--- src/rtl/spp_pkg.sv ---
// Shared types and constants for the string-to-unsigned parser.
package spp_pkg;

    // Width of the saturating character count.
    localparam int COUNT_BITS = 16;
    localparam int VALUE_BITS = 64;
    localparam int BASE_BITS  = 5;

    typedef enum logic [5:0] {
        PH_IDLE   = 6'b000001,
        PH_SPACE  = 6'b000010,
        PH_ZERO   = 6'b000100,
        PH_PREFIX = 6'b001000,
        PH_DIGITS = 6'b010000,
        PH_DONE   = 6'b100000
    } phase_t;

    typedef struct packed {
        logic [7:0]           ch;
        logic                 first;
        logic [BASE_BITS-1:0] radix;
    } in_word_t;

    typedef struct packed {
        logic [VALUE_BITS-1:0] value;
        logic [COUNT_BITS-1:0] consumed;
        logic                  bad_radix;
    } out_word_t;

    typedef struct packed {
        phase_t                phase;
        logic [BASE_BITS-1:0]  base;
        logic                  minus;
        logic [VALUE_BITS-1:0] acc;
        logic [COUNT_BITS-1:0] count;
    } state_t;

    typedef struct packed {
        state_t    state;
        logic      res_valid;
        out_word_t res;
    } step_t;

endpackage

--- src/rtl/string_to_unsigned_parser_top.sv ---
// Top level of the string-to-unsigned parser: input register, parse step, result register.
// The parser takes one character word per cycle and reads one unsigned number per string:
// a word with first set starts a string and carries the base (0 for auto-detect, 2 to 16),
// leading whitespace, a sign, a leading zero and a 0x or 0b prefix are taken, and digits
// accumulate modulo 2^64. The first character that is not a digit of the base ends the
// string and produces one result word holding the value, the number of characters taken
// (saturating) and a bad_radix flag; a base of 1 or above 16 ends the string on its first
// character with a zero result. Characters after the end, and characters before any first,
// are dropped silently. A character is held in the input register and the parse step then
// updates the state and loads the result register. One character is taken every cycle
// unless the block stalls; the only limit is the multiply-add by the base on the 64-bit
// accumulator. The block stalls only when a new result is due while the previous one has
// not yet been taken.
module string_to_unsigned_parser_top
(
    input  logic              clk,
    input  logic              rst_n,
    input  logic              in_valid,
    output logic              in_ready,
    input  spp_pkg::in_word_t in_word,
    output logic              out_valid,
    input  logic              out_ready,
    output spp_pkg::out_word_t out_word
);

    logic               in_vld_reg;
    spp_pkg::in_word_t  in_word_reg;
    spp_pkg::state_t    state_reg;
    logic               out_vld_reg;
    spp_pkg::out_word_t out_word_reg;
    spp_pkg::step_t     step;
    logic               stage_go;

    spp_step u_step
    (
        .state (state_reg),
        .word  (in_word_reg),
        .step  (step)
    );

    // The held character moves on unless it ends a string while the last result waits.
    assign stage_go  = in_vld_reg && (!step.res_valid || !out_vld_reg || out_ready);
    assign in_ready  = !in_vld_reg || stage_go;
    assign out_valid = out_vld_reg;
    assign out_word  = out_word_reg;

    always_ff @(posedge clk or negedge rst_n)
    begin
        if (!rst_n)
        begin
            in_vld_reg      <= 1'b0;
            state_reg.phase <= spp_pkg::PH_IDLE;
            state_reg.base  <= '0;
            state_reg.minus <= 1'b0;
            state_reg.acc   <= '0;
            state_reg.count <= '0;
            out_vld_reg     <= 1'b0;
        end
        else
        begin
            if (in_ready)
            begin
                in_vld_reg <= in_valid;
            end
            if (stage_go)
            begin
                state_reg <= step.state;
            end
            if (stage_go && step.res_valid)
            begin
                out_vld_reg <= 1'b1;
            end
            else if (out_ready)
            begin
                out_vld_reg <= 1'b0;
            end
        end
    end

    always_ff @(posedge clk)
    begin
        if (in_valid && in_ready)
        begin
            in_word_reg <= in_word;
        end
        if (stage_go && step.res_valid)
        begin
            out_word_reg <= step.res;
        end
    end

    // A bad base always reports an empty result.
    a_bad_radix_zero: assert property (@(posedge clk) disable iff (!rst_n)
        out_vld_reg && out_word_reg.bad_radix |->
            out_word_reg.value == '0 && out_word_reg.consumed == '0)
        else $error("bad_radix result carries nonzero data");

    // Producing a result always closes the string.
    a_done_after_result: assert property (@(posedge clk) disable iff (!rst_n)
        stage_go && step.res_valid |=> state_reg.phase == spp_pkg::PH_DONE && out_vld_reg)
        else $error("result loaded without closing the string");

    // A held character that cannot move on stays put.
    a_hold_input: assert property (@(posedge clk) disable iff (!rst_n)
        in_vld_reg && !stage_go |=> in_vld_reg && $stable(in_word_reg))
        else $error("held character lost while stalled");

    // The character count never wraps within a string.
    a_count_saturates: assert property (@(posedge clk) disable iff (!rst_n)
        stage_go && !in_word_reg.first && state_reg.count == '1 |=> state_reg.count == '1)
        else $error("character count wrapped");

    // A pending result is never overwritten.
    a_no_overwrite: assert property (@(posedge clk) disable iff (!rst_n)
        out_vld_reg && !out_ready |=> $stable(out_word_reg))
        else $error("pending result overwritten");

endmodule

--- src/rtl/spp_step.sv ---
// Combinational parse step: one character against the current parse state.
module spp_step
(
    input  spp_pkg::state_t   state,
    input  spp_pkg::in_word_t word,
    output spp_pkg::step_t    step
);

    localparam logic [7:0] CH_TAB   = 8'h09;
    localparam logic [7:0] CH_CR    = 8'h0d;
    localparam logic [7:0] CH_SPACE = 8'h20;
    localparam logic [7:0] CH_PLUS  = 8'h2b;
    localparam logic [7:0] CH_MINUS = 8'h2d;
    localparam logic [7:0] CH_ZERO  = 8'h30;
    localparam logic [7:0] CH_NINE  = 8'h39;
    localparam logic [7:0] CH_UA    = 8'h41;
    localparam logic [7:0] CH_UF    = 8'h46;
    localparam logic [7:0] CH_LA    = 8'h61;
    localparam logic [7:0] CH_LF    = 8'h66;
    localparam logic [7:0] CH_UB    = 8'h42;
    localparam logic [7:0] CH_LB    = 8'h62;
    localparam logic [7:0] CH_UX    = 8'h58;
    localparam logic [7:0] CH_LX    = 8'h78;

    localparam logic [spp_pkg::BASE_BITS-1:0] BASE_AUTO = 5'd0;
    localparam logic [spp_pkg::BASE_BITS-1:0] BASE_BIN  = 5'd2;
    localparam logic [spp_pkg::BASE_BITS-1:0] BASE_OCT  = 5'd8;
    localparam logic [spp_pkg::BASE_BITS-1:0] BASE_DEC  = 5'd10;
    localparam logic [spp_pkg::BASE_BITS-1:0] BASE_HEX  = 5'd16;
    localparam logic [spp_pkg::BASE_BITS-1:0] NO_DIGIT  = 5'd16;

    // Digit value of a character, or sixteen when it is no digit at all.
    function automatic logic [spp_pkg::BASE_BITS-1:0] digit_of(input logic [7:0] c);
        logic [7:0] t;
        begin
            t = 8'd0;
            if (c >= CH_ZERO && c <= CH_NINE)
            begin
                t = c - CH_ZERO;
            end
            else if (c >= CH_LA && c <= CH_LF)
            begin
                t = c - CH_LA + 8'd10;
            end
            else if (c >= CH_UA && c <= CH_UF)
            begin
                t = c - CH_UA + 8'd10;
            end
            else
            begin
                t = 8'(NO_DIGIT);
            end
            digit_of = t[spp_pkg::BASE_BITS-1:0];
        end
    endfunction

    spp_pkg::state_t               st;
    logic                          handled;
    logic                          take;
    logic [spp_pkg::BASE_BITS-1:0] dig;
    logic                          is_space;
    logic                          bad;

    assign dig      = digit_of(word.ch);
    assign is_space = (word.ch == CH_SPACE) || (word.ch >= CH_TAB && word.ch <= CH_CR);
    assign bad      = (word.radix == 5'd1) || (word.radix > BASE_HEX);

    always_comb
    begin
        st             = state;
        handled        = 1'b0;
        take           = 1'b0;
        step.res_valid = 1'b0;
        step.res       = '0;

        if (word.first)
        begin
            st.minus = 1'b0;
            st.acc   = '0;
            st.count = '0;
            if (bad)
            begin
                st.base             = BASE_AUTO;
                st.phase            = spp_pkg::PH_DONE;
                step.res_valid      = 1'b1;
                step.res.bad_radix  = 1'b1;
            end
            else
            begin
                st.base  = word.radix;
                st.phase = spp_pkg::PH_SPACE;
            end
        end

        if (step.res_valid || st.phase == spp_pkg::PH_IDLE || st.phase == spp_pkg::PH_DONE)
        begin
            handled = 1'b1;
        end

        if (!handled && st.phase == spp_pkg::PH_SPACE)
        begin
            if (is_space)
            begin
                take    = 1'b1;
                handled = 1'b1;
            end
            else if (word.ch == CH_PLUS || word.ch == CH_MINUS)
            begin
                st.minus = (word.ch == CH_MINUS);
                take     = 1'b1;
                handled  = 1'b1;
                st.phase = spp_pkg::PH_ZERO;
            end
            else
            begin
                st.phase = spp_pkg::PH_ZERO;
            end
        end

        if (!handled && st.phase == spp_pkg::PH_ZERO)
        begin
            if (word.ch == CH_ZERO)
            begin
                take     = 1'b1;
                handled  = 1'b1;
                st.phase = spp_pkg::PH_PREFIX;
            end
            else
            begin
                if (st.base == BASE_AUTO)
                begin
                    st.base = BASE_DEC;
                end
                st.phase = spp_pkg::PH_DIGITS;
            end
        end

        if (!handled && st.phase == spp_pkg::PH_PREFIX)
        begin
            if ((st.base == BASE_AUTO || st.base == BASE_HEX) &&
                (word.ch == CH_LX || word.ch == CH_UX))
            begin
                st.base  = BASE_HEX;
                take     = 1'b1;
                handled  = 1'b1;
            end
            else if ((st.base == BASE_AUTO || st.base == BASE_BIN) &&
                     (word.ch == CH_LB || word.ch == CH_UB))
            begin
                st.base  = BASE_BIN;
                take     = 1'b1;
                handled  = 1'b1;
            end
            else if (st.base == BASE_AUTO)
            begin
                st.base = BASE_OCT;
            end
            st.phase = spp_pkg::PH_DIGITS;
        end

        if (!handled)
        begin
            if (dig < st.base)
            begin
                st.acc = st.acc * spp_pkg::VALUE_BITS'(st.base)
                         + spp_pkg::VALUE_BITS'(dig);
                take   = 1'b1;
            end
            else
            begin
                step.res_valid          = 1'b1;
                step.res.value          = st.minus ? ('0 - st.acc) : st.acc;
                step.res.consumed       = st.count;
                step.res.bad_radix      = 1'b0;
                st.phase                = spp_pkg::PH_DONE;
            end
        end

        // The count sticks at all ones once it gets there.
        if (take && st.count != '1)
        begin
            st.count = st.count + 1'b1;
        end

        step.state = st;
    end

endmodule

--- config.mk ---
export PLATFORM = sky130hd
export DESIGN_NAME = string_to_unsigned_parser_top
export DESIGN_NICKNAME = d
export VERILOG_FILES = /design/src/rtl/spp_pkg.sv /design/src/rtl/string_to_unsigned_parser_top.sv /design/src/rtl/spp_step.sv
export SDC_FILE = /design/constraint.sdc
export NUM_CORES = 1
export LEC_CHECK = 0
export BUFFER_PORTS_ARGS = -buffer_cell sky130_fd_sc_hd__buf_2
export CORE_ASPECT_RATIO = 1.4
export CORE_MARGIN = 2
export CORE_UTILIZATION = 50
export CTS_CLUSTER_DIAMETER = 50
export DETAILED_ROUTE_END_ITERATION = 6
export HOLD_SLACK_MARGIN = 0.02
export PLACE_DENSITY = 0.79
export SLEW_MARGIN = 10
export SYNTH_ARGS = -nofsm -noshare
export SYNTH_HDL_FRONTEND = slang
export SYNTH_SLANG_ARGS = --single-unit
export TNS_END_PERCENT = 30
--- constraint.sdc ---
create_clock -name clk -period 10.2 [get_ports clk]
set_input_delay 1.53 -clock clk [delete_from_list [all_inputs] [get_ports clk]]
set_output_delay 1.53 -clock clk [all_outputs]
set_load 0.01 [all_outputs]
==> results.md <==
- Outcome: complete, no violations
- CP arrival: 9130 ps
- # fillers: between 3000 and 4000
- Relative slew slack: 0.315
- Initial antenna violation count: 0
- WL final: 59200 um
- GRT Total Usage: 0.284
- Max Cap Viol: 0
- Fin Setup TNS: 0 ps
- Buffers added on ports: 100
- Ant diodes: 0
- Fin crit period: 8730 ps
- Max reg flops: 92
- DRT antenna net count: 0
- Vias in the first global route: around 19000
- Worst hold path depth: 2
- Mapped Cells: 2483
- RSZ-0062 raised after global routing: false
- Most frequent CP cell: fa_1
- Top cells by area, synth: fa_1, edfxtp_1, dfrtp_1, ha_1, nor2_1
- Row cnt: slightly below 90
- CTS H-tree depth: 4
- Leading area contributor after synthesis: fa_1
- Die Ht: 243 um
- Top FF cell, synth: edfxtp_1
- WL per Instance: 19.3 um
- Fraction of registers with async set/reset: 0.497
- R2R Path Start: in_word_reg[5]
- Multiplexer share of the synthesized area: 0.00539
- Pins Over Slew Limit: 0
- Clock sinks: approximately 190
- Area share of fa/ha/maj cells after synthesis: 0.263
- Routability Congestion: around 0.96
- Synth unique cells: 80
- Gr ovfl total: 0
- Die ar.: 0.0425 mm2
- Area grow syn2layout: 7.34%
- DIE WIDTH: around 170 um
- Leakage Power: 0.00991 uW
- Initial Util: 0.507
- Power Density: 103 mW/mm2
- Crit-path max cell delay: 650 ps
- Reg2reg path depth: 25
- Register bit total from synthesis: 189
- Yosys top cell area share: 0.179
- CTS Buf Count: 17
- Skew final: 8.94 ps
- Worst-Skew Late Latency: 460 ps
- Compound-Gate Fraction of Synth Area: 0.145
- Post-synthesis average cell area: 8.23 um2
- Post-synth EDFFs: 95
- Largest family of logic cells by synthesized area: adder cells
- Clock slew at reported path FFs: 70 ps
- Reg2reg end: state_reg[75]
- CP startpoint kind: register
- Maximum clock rate: 115 MHz
- Core outline area: 0.0403 mm2
- Final hold violations: 0
- Nets: 2849
- CTS tree: built
- Post-Synth Simple-Gate Area: 0.219
- Post-CTS setup buffers: 0
- # DRC: 0
- Final setup vio count: 0
- Clock Tree Buf Depth: 2
- CP Max Fanout: just over 60
- Setup crit end kind: register
- Crit share post-route: 0.856
- Worst hold endpoint: state_reg[88]
- Reg2reg setup slack: 1470 ps
- Global-route wire length before repair: about 96000 um
- Avg Vias per Cell: 5.98
- Worst hold path class: reg -> reg
- Post-synthesis cell area: 0.0204 mm2
- Via count: 18300
- Post-Route Utilization: 0.544
- Worst VDD drop: 0.121 mV
- I/O Pins: 101
- Final Hold Slack: 519 ps
- Setup Crit Path Kind: reg -> reg
- Syn_nets: 2820
- # hold bufs at CTS: 0
- Layout cells sized above 1: 0.0721
- Pin count of the biggest net entering global routing: 84
- Synth Area in XOR/XNOR: 0.0360
- Slowest library cell on the worst path: edfxtp_1
- Initial DRC count: between 1500 and 2000
- Synth Warn #: 0
- Power, Total: 2260 uW
- HP Start: state_reg[88]
- Post-CTS resize count: 0
- Seq/Total Area, Yosys: 0.255
- Critical Path RT: 10590 ps
- DP Wirelength: roughly 44000 um
- CTS root buffer: clkbuf_16
- DR pass1 iterations: 7
- Worst Max-Slew Pin Slew: between 1000 and 1500 ps
critical path, delay by kind of cell, from the launching register on:
| family | cells | cell delay [ps] |
|---|---|---|
| and+or+nand+nor | 6 | 1780 |
| DFF | 1 | 650 |
| buffers and inverters | 3 | 830 |
| AOI/OAI and AO/OA | 12 | 3490 |
| adders and majority gates | 4 | 1900 |
power by group:
| group | total, uW | switching [uW] | internal, uW |
|---|---|---|---|
| Clock | 673 | 329 | 343 |
| Combinational | 624 | 481 | 143 |
| Sequential | 968 | 60.6 | 907 |
| Total | 2260 | 870 | 1390 |
per-layer routing:
| metal | vias to the layer above | GRT usage | wire length [um] |
|---|---|---|---|
| met3 | 213 | 0.0440 | 3890 |
| met1 | 8900 | 0.325 | 21800 |
| met4 | 0 | 0.155 | 3290 |
| met5 | - | 0 | 0 |
| met2 | 850 | 0.503 | 30200 |
| li1 | 8339 | - | - |
cell usage in the layout (no fill, tap or decap), types with 14 or more instances in the layout:
master	Yosys	final
buf_2	7	99
xnor2_1	54	54
nor2b_1	27	27
nand2_1	261	261
edfxtp_1	95	95
dfrtp_1	93	93
o21ai_0	164	164
and2_1	18	17
inv_1	304	303
a211oi_1	14	14
and3_1	31	29
xor2_1	30	30
or3_1	23	23
a21o_1	32	31
nand2b_1	33	33
fa_1	183	183
buf_4	0	21
nand3_1	52	52
clkbuf_16	0	17
nor4_1	17	17
a21oi_1	117	116
ha_1	136	136
nor3_1	54	53
o31ai_1	24	24
a31oi_1	14	14
nor2_1	411	410
cell usage after synthesis (4+ instances only):
cell and count:
nand3b_1 6, fa_1 183, a211oi_1 14, nor3b_1 8, a22o_1 8, mux2i_1 11
and2_1 18, o31ai_1 24, buf_2 7, or2_2 9, ha_1 136, edfxtp_1 95
o21a_1 12, nand2_1 261, and3_1 31, o21ai_1 4, nor2_1 411, xnor2_1 54
nor3_1 54, o21bai_1 12, or4_1 8, nor4_1 17, a21o_1 32, buf_1 13
nand2b_1 33, nand3_1 52, inv_1 304, or3_1 23, clkbuf_1 89, a31oi_1 14
o31a_1 5, o2111ai_1 4, dfrtp_1 93, a22oi_1 6, a32o_1 7, xor2_1 30
o21ai_0 164, o211ai_1 10, nor2b_1 27, a21oi_1 117, nand4_1 13
worst max-delay path by stage:
stage	start	end	slack (ps)
6_report	in_word_reg[5]	state_reg[75]	1470
5_1_grt	in_word_reg[5]	state_reg[75]	980
4_1_cts	in_word_reg[5]	state_reg[75]	1570
2_1_floorplan	in_word_reg[6]	out_word[0]	2000
3_3_place_gp	in_word_reg[5]	state_reg[78]	1820
3_5_place_dp	in_word_reg[5]	state_reg[75]	1610
per-stage QoR:
| stage | cell area [um2] | std cells | setup slack, ps |
|---|---|---|---|
| global route | 21900 | 3059 | 981 |
| floorplan | 20400 | 2483 | 2000 |
| finish | 21900 | 3059 | 1470 |
| CTS | 21900 | 3059 | 1570 |
| global placement | 21400 | 3027 | 1820 |
| detailed placement | 21400 | 3027 | 1610 |
layout make-up:
cell class                 count  area, um2  area share
inverter                     306       1150      0.0524
clock buffer                  19        433      0.0197
timing repair buffer         120        653      0.0298
multi-input combinational   1878      13700       0.624
clock inverter                13        133     0.00605
sequential                   189       5210       0.237
tap                          534        668      0.0305
kinds of logic after synthesis:
family / after synthesis
DFF: 189
and+or+nand+nor: 989
AOI/OAI and AO/OA: 475
buffers and inverters: 416
adders and majority gates: 319
muxes: 11
xor gates and xnor gates: 84
(Power assumes the default switching activity.)
